==> config.mk <==
export PLATFORM = sky130hd
export DESIGN_NAME = msp_ctrl
export DESIGN_NICKNAME = d
export VERILOG_FILES = /design/src/sv/msp_pkg.sv /design/src/sv/msp_ctrl.sv
export SDC_FILE = /design/constraint.sdc
export NUM_CORES = 1
export LEC_CHECK = 0
export BUFFER_PORTS_ARGS = -buffer_cell sky130_fd_sc_hd__buf_4
export CORE_MARGIN = 2
export CORE_UTILIZATION = 25
export CTS_BUF_LIST = sky130_fd_sc_hd__clkbuf_2 sky130_fd_sc_hd__clkbuf_4 sky130_fd_sc_hd__clkbuf_8
export CTS_CLUSTER_DIAMETER = 150
export DETAILED_ROUTE_END_ITERATION = 10
export PLACE_DENSITY = 0.55
export SETUP_SLACK_MARGIN = 0.3
export SYNTH_ARGS = -nofsm -noshare
export SYNTH_HDL_FRONTEND = slang
export SYNTH_SLANG_ARGS = --single-unit
==> constraint.sdc <==
create_clock -name clk -period 1.5 [get_ports clk]
set_input_delay 0.15 -clock clk [delete_from_list [all_inputs] [get_ports clk]]
set_output_delay 0.15 -clock clk [all_outputs]
set_load 0.01 [all_outputs]
==> src/sv/msp_pkg.sv <==
package msp_pkg;

	localparam int unsigned DEPTH_DEF = 1024;
	localparam int unsigned VAL_W = 32;
	localparam int unsigned PSUM_W = 48;

	localparam logic [1:0] FN_APPEND_A = 2'd0;
	localparam logic [1:0] FN_APPEND_B = 2'd1;
	localparam logic [1:0] FN_COMPUTE = 2'd2;

	typedef enum logic [2:0] {
		ST_IDLE,
		ST_FETCH,
		ST_MERGE,
		ST_RFETCH,
		ST_RUN,
		ST_DONE
	} state_t;

	typedef struct packed {
		logic load_a;
		logic load_b;
		logic start;
		logic rd;
		logic adv_a;
		logic adv_b;
		logic match;
		logic close;
		logic emit;
	} cmd_t;

	typedef struct packed {
		logic i_lt_m;
		logic j_lt_n;
		logic a_lt_b;
		logic a_gt_b;
		logic a_eq_c;
		logic b_eq_c;
		logic out_busy;
	} sts_t;

endpackage

==> src/sv/msp_ctrl.sv <==
module msp_ctrl import msp_pkg::*; (
	input  logic       clk,
	input  logic       arst_n,
	input  logic       in_valid,
	input  logic [1:0] func,
	input  sts_t       sts,
	output logic       in_stall,
	output cmd_t       cmd
);

	state_t state_q;
	state_t state_d;

	always_ff @(posedge clk or negedge arst_n) begin
		if (!arst_n) begin
			state_q <= ST_IDLE;
		end else begin
			state_q <= state_d;
		end
	end

	always_comb begin
		state_d = state_q;
		cmd = '0;
		in_stall = 1'b1;
		case (state_q)
			ST_IDLE: begin
				in_stall = 1'b0;
				if (in_valid) begin
					case (func)
						FN_APPEND_A: cmd.load_a = 1'b1;
						FN_APPEND_B: cmd.load_b = 1'b1;
						FN_COMPUTE: begin
							cmd.start = 1'b1;
							state_d = ST_FETCH;
						end
						default: ;
					endcase
				end
			end
			ST_FETCH: begin
				cmd.rd = 1'b1;
				state_d = ST_MERGE;
			end
			ST_MERGE: begin
				if (sts.i_lt_m && sts.j_lt_n) begin
					if (sts.a_lt_b) begin
						cmd.adv_a = 1'b1;
						state_d = ST_FETCH;
					end else if (sts.a_gt_b) begin
						cmd.adv_b = 1'b1;
						state_d = ST_FETCH;
					end else begin
						cmd.match = 1'b1;
						state_d = ST_RFETCH;
					end
				end else if (sts.i_lt_m) begin
					cmd.adv_a = 1'b1;
					state_d = ST_FETCH;
				end else if (sts.j_lt_n) begin
					cmd.adv_b = 1'b1;
					state_d = ST_FETCH;
				end else begin
					cmd.close = 1'b1;
					state_d = ST_DONE;
				end
			end
			ST_RFETCH: begin
				cmd.rd = 1'b1;
				state_d = ST_RUN;
			end
			ST_RUN: begin
				cmd.adv_a = sts.i_lt_m && sts.a_eq_c;
				cmd.adv_b = sts.j_lt_n && sts.b_eq_c;
				if (cmd.adv_a || cmd.adv_b) begin
					state_d = ST_RFETCH;
				end else begin
					cmd.close = 1'b1;
					state_d = ST_FETCH;
				end
			end
			ST_DONE: begin
				if (!sts.out_busy) begin
					cmd.emit = 1'b1;
					state_d = ST_IDLE;
				end
			end
			default: state_d = ST_IDLE;
		endcase
	end

endmodule

* Word level (Yosys, flattened, before mapping)
Cells that the tools add are included.
** Storage, ports and cells
- Flip-flop bits (word level) :: 3
- Bits in latches :: 0
- Bits in writable memories :: 0
- Memory bits (read-only) :: 0
- Bits of input ports :: 12
- Output and inout bits :: 10
- Word-level logic and storage cells :: 54
- Memories :: 0
** Cells by class
- Add/subtract/negate cells :: 0
- Multiply operators :: 0
- Div/mod/pow operators :: 0
- Magnitude comparators :: 0
- Eq/ne operators :: 10
- Shift-type cells :: 0
- Muxes and demuxes :: 35
- Bitwise gates (word level) :: 0
- Reduce and logical (&&, ||, !) cells :: 8
** Operators with widths (count)
- 3-bit 2-to-1 mux :: 9
- 1-bit 2-to-1 mux :: 19
- 3-bit case mux with 6 select lines :: 1
- 2-bit 2-to-1 mux :: 4
- 3-bit by 2-bit == test with 1-bit output (second input constant) :: 2
- 3-bit == test (second input constant) :: 2
- 2-bit != test (second input constant) :: 2
- 2-bit case mux with 2 select lines :: 1
- 3-bit by 1-bit == test with 1-bit output (second input constant) :: 1
- 1-bit logical AND :: 3
- 3-bit logical NOT :: 1
- 3-bit AND reduction :: 1
- 2-bit by 1-bit == test with 1-bit output (second input constant) :: 1
- 2-bit == test (second input constant) :: 1
- 2-bit logical NOT :: 1
- 2-bit by 1-bit != test with 1-bit output (second input constant) :: 1
- 1-bit case mux with 2 select lines :: 1
- 2-bit OR reduction :: 1
- 1-bit logical OR :: 1

* Longest topological paths before layout
Gate-level depths: netlist of the first run.
- Depth after elaboration :: 4
- Mapped depth :: 4
- Depth with buffers taken out :: 3

* Least setup slack after synthesis of the first run
No wires, ideal clock.
- Kind :: register to output
- Start point :: register state_q[2]
- End point :: output port cmd[7] (netlist bit)
- Data arrival time :: 1.317 ns
- Data required time :: 1.350 ns
- Slack :: 0.033 ns
- Stages on the path, launching flop included :: 4
- Buffers on the path :: 1
- Path through :: dfrtp_1 buf_6 or3_1 nor4_1
** RTL lines
- start: declaration :: RTL line msp_ctrl.sv:11 : state_t state_q;
- start signal: assignment :: RTL line msp_ctrl.sv:18 : state_q <= state_d;
- end: declaration :: RTL line msp_ctrl.sv:8 : output cmd_t cmd

==> summary.md, run 1 <==
| Metric | Value |
|---|---|
| Status | finished, violations left |
| Failing checks | negative setup slack |
| Crit path launch | state_q[1]$_DFFE_PN0P_ |
| RSZ-0062 raised after global routing | true |
| Final worst path period share | 1.06 |
| First-pass GRT wire length | roughly 1700 um |
| Largest Register | state_q |
| Fmax | roughly 0.63 GHz |
| Worst R2R End | state_q[1]$_DFFE_PN0P_ |
| Cells after synthesis | 42 |
| Critical path required time | 1350 ps |
| Placer Congestion | slightly above 0.7 |
| GRT Residual Overflow | 0 |
| Leak Pwr | about 0.34 nW |
| Die W | 41.2 um |
| PnR worst setup slack | -85.7 ps |
| Worst R2R Path Depth | 6 |
| R2r startpoint | state_q[0]$_DFFE_PN0P_ |
| Vias | around 430 |
| Worst slew margin | 0.824 |
| Vias/cell | between 4 and 5 |
| Total Power | about 0.0011 W |
| DP HPWL | ~760 um |
| YS warnings | 0 |
| I/O Buffers | 21 |
| Flip-flop count of the largest register after layout | 3 |
| Synth top area share | 0.217 |
| CTS tree | done |
| Starting Density | 0.265 |
| # diodes | 0 |
| Crit path launch type | register |
| Post-layout instance area | ~740 um2 |
| H-tree depth | 1 |
| Die H | a little over 40 um |
| Crit. End Element | output pin |
| DRT Wirelength | just over 1000 um |
| Placement Rows | 13 |
| Mean area per synthesized cell | just over 8 um2 |
| Placed Instance Area | around 570 um2 |
| Reg2reg setup slack | -40 ps |
| Synth cell types | 22 |
| Max Slew Vio Count | 0 |
| Core box area | between 1000 and 1500 um2 |
| Setup CP Type | register to output pin |
| Max Cap Violations | 0 |
| Crit path time final | approximately 1600 ps |
| Crit path max fanout | 5 |
| Largest net degree at the start of global routing | 7 |
| Setup crit end | cmd[1] |
| Filler cell count | between 100 and 150 |
| # setup viols final | 9 |
| Sequential cell area | 78.8 um2 |
| Clock Latency Late Sink | ~230 ps |
| Peak supply drop | a little under 0.0006 V |
| Syn-to-layout area delta | 113% |
| Placed cells | 78 |
| Synth top area cells | dfrtp_1 (22%), nor4b_4 (6.9%), inv_1 (5.4%) |
| Final Skew | approximately 3.7 ps |
| Routed Antenna Nets | 0 |
| Register area share after synthesis | 0.217 |
| Die footprint | ~1700 um2 |
| Post-Syn Nets | 54 |
| DRC viols | 0 |
| Fraction of layout cells with a size suffix above 1 | 0.684 |
| TritonRoute pass-1 iters | 4 |
| Slew @ Worst Pin | 264 ps |
| First DRT Iteration DRCs | 4 |
| Total GRT Usage | 0.153 |
| PD cells | about 1500 nW/um2 |
| Hold Crit Class | input port to register |
| Clock slew seen by the registers of the worst setup and hold paths | approximately 40 ps |
| Area of the mapped netlist | about 350 um2 |
| Clock Tree Buf Depth | 2 |
| Clock Sinks | 3 |
| Final Hold Vio Count | 0 |
| # IOs | 22 |
| Yosys top cell by area | dfrtp_1 |
| Initial antenna violation count | 0 |
| CTS Buf Count | 3 |
| Root Buffer | clkbuf_4 |
| Drt wl/cell | approximately 11 um |
| Multi-input gate area | between 300 and 400 um2 |
| NumNets Final | between 80 and 90 |
| Critical Path AT | around 1400 ps |
| Flops & latches, synth | 3 |
| Non-Filler Instances | around 90 |
| Largest regs | state_q: 3 flops |
| Vias in the first global route | 427 |
## cell families after synthesis
group	synth area share
simple gates	0.565
compound gates	0.130
buf+inv	0.0870
flops	0.217
## Yosys cell counts
cell,n
a21oi_1,2
a221oi_1,1
a22oi_1,1
a31o_2,1
and3_4,1
buf_6,1
dfrtp_1,3
inv_1,5
nand2_1,2
nand2b_1,3
nand3_1,2
nand4b_1,2
nor2_1,5
nor2b_1,1
nor3b_2,1
nor3b_4,1
nor4_1,2
nor4b_4,1
nor4bb_1,1
o21ai_0,2
or2b_1,2
or3_1,2
## worst min-delay path by stage
stage	start	depth (start not counted)	to	slack (ps)
floorplan	arst_n	0	state_q[0]$_DFFE_PN0P_	-150
global placement	arst_n	1	state_q[2]$_DFFE_PN0P_	-60
detailed placement	arst_n	1	state_q[2]$_DFFE_PN0P_	-60
CTS	sts[0]	3	state_q[2]$_DFFE_PN0P_	200
global route	sts[0]	3	state_q[2]$_DFFE_PN0P_	220
finish	sts[0]	3	state_q[2]$_DFFE_PN0P_	210
## area by class of cell
type                    instances  share of cell area
clock buffers                   4              0.0408
inverters                       5              0.0255
multi-input cells              33               0.446
flip-flops and latches          3               0.107
well taps                      15              0.0255
repair buffers                 31               0.355
## timing repair
item | CTS | global route
buffers inserted | 6 | 2
gates resized for setup | 8 | 7
hold buffers | 1 | 0
endpoints found under the setup margin | 11 | 12
hold endpoints to repair | 3 | 0
pin swaps | 5 | 4
## metrics by stage
step | utilization | setup TNS, ps | setup WS [ps] | hold slack, ps
detailed placement | 0.438 | 0 | 117 | -59.0
global route | 0.565 | -1120 | -196 | 219
floorplan | - | 0 | 235 | -146
finish | 0.565 | -450 | -85.7 | 213
CTS | 0.532 | -442 | -89.2 | 197
global placement | 0.438 | 0 | 118 | -58.9
## where the power goes
part	internal [W]	leakage, nW	switching (W)
registers	0.000119	0.0353	0.0000640
clock network	0.000118	0.0184	0.0000429
logic	0.000434	0.286	0.000304
## metal layers
metal  wire length (um)  vias to the layer above  global-route usage
met3                 41                        0              0.0326
met4                  0                        0              0.0242
met2                580                       13               0.277
li1                   -                      220                   -
met5                  0                        -                   0
met1                407                      195               0.186
## critical path: stages, from the launching register on
cell      delay [ps]
dfrtp_2          440
nor3b_4          280
nand2b_1         100
a221oi_2         230
buf_4            150
## layout by cell type (no fill, tap or decap), types with 2 or more instances in the layout
master	instances
nor2_1	4
buf_6	7
inv_1	4
buf_4	23
dfrtp_2	3
nand2_1	2
clkbuf_4	4
nand4b_1	2
or2b_1	2
o21ai_0	2
nor3b_4	2
nor4_4	2
nand2b_1	3
Power figures use the tool's default switching activity.
==> run 2, diff against run 1 <==
REMOVE_ABC_BUFFERS = 1   (was default)
==> run 2 against run 1 <==
- the flow still finishes with violations (negative setup slack)
- cell count up 2.2%
- utilization rose by 1.2 points
- first-iteration DRC count stayed put
- non-clock buffer count grew 2
- largest power group unchanged
==> summary.md, run 2 (synthesized netlist as in run 1, its figures left out) <==
| Metric | Value |
|---|---|
| Status | finished, violations left |
| Failing checks | negative setup slack |
| Die H | roughly 41 um |
| Crit path max fanout | 5 |
| First DRT Iteration DRCs | 4 |
| Final Skew | between 3 and 4 ps |
| Routed Antenna Nets | 0 |
| CTS tree | done |
| Flip-flop count of the largest register after layout | 3 |
| Vias | around 460 |
| Die footprint | between 1500 and 2000 um2 |
| Global routing usage on met2 | 0.305 |
| Switching part of the total power | 0.378 |
| Final Hold Vio Count | 0 |
| GRT Residual Overflow | 0 |
| # setup viols final | 7 |
| Core Util, Final | 0.578 |
| Worst slack, placed | about 24 ps |
| Crit path launch type | register |
| Met1 usage | 0.161 |
| PD cells | ~1500 nW/um2 |
| H-tree depth | 1 |
| Seq pwr share | 0.161 |
| Root Buffer | clkbuf_4 |
| NumNets Final | a little over 90 |
| Crit path time final | about 1600 ps |
| Cell family with most CP delay | flip-flops |
| Commonest non-fill, non-tap cell in the layout | buf_4 |
| Met3 Use GR | 0.0163 |
| Clock Sinks | 3 |
| Drt wl/cell | approximately 13 um |
| Fmax | roughly 0.63 GHz |
| Hold Crit Class | input port to register |
| Starting Density | 0.265 |
| Placer Congestion | 0.763 |
| Setup CP Type | register to output pin |
| Max Slew Vio Count | 0 |
| Core box area | 1300 um2 |
| Logic pwr share | 0.699 |
| Max Cap Violations | 0 |
| Pint | 0.000716 W |
| Switching power of the nets | between 0.0004 and 0.0005 W |
| Critical path required time | 1350 ps |
| Top Usage Layer GRT | met2 |
| # IOs | 22 |
| Total GRT Usage | 0.163 |
| Clock Latency Late Sink | 230 ps |
| Largest regs | state_q: 3 flops |
| Fraction of layout cells with a size suffix above 1 | 0.667 |
| Critical Path Max Stage Delay | about 450 ps |
| Slew @ Worst Pin | 246 ps |
| Syn-to-layout area delta | 118% |
| Worst slew margin | 0.834 |
| Peak supply drop | 0.000756 V |
| DRC viols | 0 |
| RSZ-0062 raised after global routing | true |
| Placement Rows | 13 |
| Filler cell count | approximately 140 |
| # diodes | 0 |
| Post-layout instance area | ~750 um2 |
| Clock Tree Buf Depth | 2 |
| Most frequent cells in the layout | buf_4 (22), buf_6 (10), inv_1 (5), nor2_1 (4), clkbuf_4 (4) |
| TritonRoute pass-1 iters | 6 |
| First-pass GRT wire length | 1710 um |
| Vias/cell | between 4 and 5 |
| Worst-path cell chain | nor3b_4, nand2b_1, a221oi_2, buf_4 |
| Crit. End Element | output pin |
| Final worst path period share | 1.07 |
| Clock Power Share | 0.139 |
| PnR worst setup slack | -99.0 ps |
| Hold WS | between 200 and 250 ps |
| Vias in the first global route | 420 |
| CP max-delay cell | dfrtp_2 |
| Initial antenna violation count | 0 |
| Largest Register | state_q |
| CTS Buf Count | 3 |
| Critical Path AT | roughly 1500 ps |
| Die W | roughly 41 um |
| Placed Instance Area | about 530 um2 |
| Leak Pwr | roughly 0.35 nW |
| I/O Buffers | 21 |
| Clock slew seen by the registers of the worst setup and hold paths | 40 ps |
| DP HPWL | a little under 800 um |
| Largest net degree at the start of global routing | 7 |
| WP buf/inv | 1 |
| DRT Wirelength | 1190 um |
[run 2: cell count changes in the layout (fill, tap and decap cells not counted), sizes merged]
cell | before | now
buf | 30 | 32
[run 2: final timing paths]
check                                          to  cells after the start  slack, ps                    from
hold / removal             state_q[2]$_DFFE_PN0P_                      3        230                  sts[0]
setup reg to reg           state_q[1]$_DFFE_PN0P_                      7        -90  state_q[0]$_DFFE_PN0P_
max in group asynchronous  state_q[1]$_DFFE_PN0P_                      2       1130                  arst_n
setup / recovery                           cmd[1]                      4       -100  state_q[0]$_DFFE_PN0P_
min in group asynchronous  state_q[0]$_DFFE_PN0P_                      2        260                  arst_n
hold reg to reg            state_q[2]$_DFFE_PN0P_                      3        790  state_q[1]$_DFFE_PN0P_
[run 2: what timing repair did]
action,4_1_cts,5_1_grt
hold buffers,1,0
resized for setup,15,11
setup buffers,4,4
hold endpoints to repair,3,0
setup endpoints to repair,11,13
pin swaps,6,4
[run 2: through the flow]
step | std cells | total power (W) | setup TNS, ps
CTS | 89 | 0.000969 | -342
global placement | 80 | 0.000631 | 0
detailed placement | 80 | 0.000632 | 0
global route | 93 | 0.00123 | -947
finish | 93 | 0.00115 | -396
floorplan | 41 | 0.000416 | 0
[run 2: power groups by stage]
stage,Combinational (W),Sequential [W],Clock (W)
floorplan,0.000244,0.000172,0
global placement,0.000466,0.000165,0
detailed placement,0.000462,0.000169,0
CTS,0.000620,0.000183,0.000166
global route,0.000866,0.000192,0.000172
finish,0.000805,0.000186,0.000160
[run 2: worst register-to-register path, cell delays in order (launching register included)]
cell,delay [ps]
dfrtp_2,450
buf_6,140
buf_6,100
buf_6,100
or2b_1,170
buf_6,110
a21oi_2,40
or3_1,340
[run 2: final cells by class]
class                           count  area (um2)  area share
Inverter                            5        18.8      0.0250
Tap cell                           15        18.8      0.0250
Sequential cell                     3        78.8       0.105
Clock buffer                        4        30.0      0.0399
Multi-Input combinational cell     33         318       0.423
Timing Repair Buffer               33         288       0.383
[run 2: layer usage]
layer  up-vias  share of wire
li1        224              -
met1       212           0.36
met5         -              0
met4         0          0.018
met3         2          0.075
met2        21           0.54
==> run 3, diff against run 2 <==
SETUP_SLACK_MARGIN = default   (was 0.3)
TNS_END_PERCENT = 30   (was default)
==> run 3 against run 2 <==
- the run still ends with negative setup slack left
- via count down 7.0%
- worst setup slack worse by 6.7 ps
- power down 20%
- cell count down 5.4%
- register-to-register slack better by 160 ps
- global-route usage down 1.1 points
- combinational power down 28%
==> summary.md, run 3 (synthesized netlist as in run 1, its figures left out) <==
| Metric | Value |
|---|---|
| Vias in the first global route | roughly 410 |
| CTS tree | done |
| Largest regs | state_q: 3 flops |
| Clock Sinks | 3 |
| Largest Register | state_q |
| Crit path launch | state_q[0]$_DFFE_PN0P_ |
| TNS Setup | -243 ps |
| Max Cap Violations | 0 |
| Critical path required time | 1350 ps |
| Vias/cell | 4.85 |
| Total Power | approximately 0.00093 W |
| Core box area | roughly 1300 um2 |
| Placer Congestion | about 0.76 |
| GRT Residual Overflow | 0 |
| Status | finished, violations left |
| Crit path launch type | register |
| Worst slack, placed | 24.2 ps |
| CTS Buf Count | 3 |
| Flip-flop count of the largest register after layout | 3 |
| Fmax | 0.623 GHz |
| Critical Path AT | between 1000 and 1500 ps |
| Die H | approximately 41 um |
| Seq pwr share | 0.199 |
| Routed Antenna Nets | 0 |
| PnR worst setup slack | -106 ps |
| Hold path startpoint | sts[0] |
| Worst R2R Path Depth | 5 |
| Crit path max fanout | 6 |
| I/O Buffers | 21 |
| Final worst path period share | 1.07 |
| Switching power of the nets | approximately 0.00036 W |
| Largest net degree at the start of global routing | 7 |
| Hold worst-path end | state_q[2]$_DFFE_PN0P_ |
| Root Buffer | clkbuf_4 |
| Die footprint | roughly 1700 um2 |
| # setup viols final | 5 |
| Logic pwr share | 0.626 |
| Syn-to-layout area delta | 87.0% |
| Max Slew Vio Count | 0 |
| Slew @ Worst Pin | between 200 and 300 ps |
| Total GRT Usage | 0.151 |
| R2r startpoint | state_q[0]$_DFFE_PN0P_ |
| Clock Power Share | 0.175 |
| Hold Crit Class | input port to register |
| Clock Tree Buf Depth | 2 |
| Clock slew seen by the registers of the worst setup and hold paths | around 40 ps |
| Switching part of the total power | 0.383 |
| Fraction of layout cells with a size suffix above 1 | 0.589 |
| NumNets Final | 86 |
| RSZ-0062 raised after global routing | true |
| Setup CP Type | register to output pin |
| TritonRoute pass-1 iters | 4 |
| Failing checks | negative setup slack |
| # IOs | 22 |
| DP HPWL | 776 um |
| Non-Filler Instances | between 80 and 90 |
| Vias | ~430 |
| Leak Pwr | slightly above 0.3 nW |
| # diodes | 0 |
| Worst slew margin | 0.799 |
| Initial antenna violation count | 0 |
| Pint | 0.000571 W |
| DRC viols | 0 |
| Peak supply drop | ~0.00071 V |
| Crit path time final | 1610 ps |
| Reg2reg setup slack | 70 ps |
| Filler cell count | 144 |
| First DRT Iteration DRCs | 5 |
| Crit. End Element | output pin |
| Commonest non-fill, non-tap cell in the layout | buf_4 |
| Placed cells | 80 |
| Min-Delay Path Depth | 3 |
| Final Hold Vio Count | 0 |
| PD cells | ~1400 nW/um2 |
| Most frequent cells in the layout | buf_4 (25), inv_1 (5), nor2_1 (5), clkbuf_4 (4) |
| H-tree depth | 1 |
| Drt wl/cell | between 10 and 15 um |
| Placement Rows | 13 |
| Clock Latency Late Sink | 240 ps |
| Die W | approximately 41 um |
| First-pass GRT wire length | between 1500 and 2000 um |
| Worst R2R End | state_q[1]$_DFFE_PN0P_ |
| DRT Wirelength | ~1000 um |
| Final Skew | 2.95 ps |
| Starting Density | 0.265 |
run 3: timing repair:
item	CTS	global route
hold endpoints to repair	3	0
hold buffers	1	0
setup buffers	2	1
pin swaps	2	3
gates resized for setup	8	3
endpoints found under the setup margin	7	9
run 3: worst max-delay path by stage:
stage,cells after the start,slack [ps],end
after floorplan,2,40,cmd[7]
after global placement,4,60,cmd[1]
after detailed placement,4,20,cmd[1]
after CTS,4,-130,cmd[1]
after global routing,4,-200,cmd[1]
final,4,-110,cmd[1]
run 3: worst max-delay path: stages, from the launching register on:
cell      delay, ps
dfrtp_2         460
nor3b_4         270
nand2b_1        100
a221oi_2        240
buf_4           150
run 3: per-layer routing:
layer	part of all wire	GRT usage	vias up	wire length [um]
met1	0.38	0.148	186	394
met4	0.020	0.121	0	21
met5	0	0	-	0
li1	-	-	212	-
met2	0.50	0.281	25	524
met3	0.10	0.0163	4	104
run 3: stage by stage:
stage	hold slack, ps	utilization	area [um2]
floorplan	-146	-	334
global placement	-53.4	0.410	533
detailed placement	-54.1	0.410	533
CTS	217	0.480	624
global route	251	0.496	646
finish	221	0.496	646
run 3: power groups by stage:
stage                     sequential, W  clock, W  combinational [W]
after floorplan                0.000172         0           0.000244
after global placement         0.000165         0           0.000466
after detailed placement       0.000169         0           0.000462
after CTS                      0.000180  0.000166           0.000539
after global routing           0.000191  0.000173           0.000636
final                          0.000185  0.000162           0.000580
run 3: layout make-up:
class,instances,area [um2],share of cell area
flip-flops and latches,3,78.8,0.122
repair buffers,28,220,0.341
inverters,5,18.8,0.0291
well taps,15,18.8,0.0291
multi-input cells,33,279,0.432
clock buffers,4,30.0,0.0465
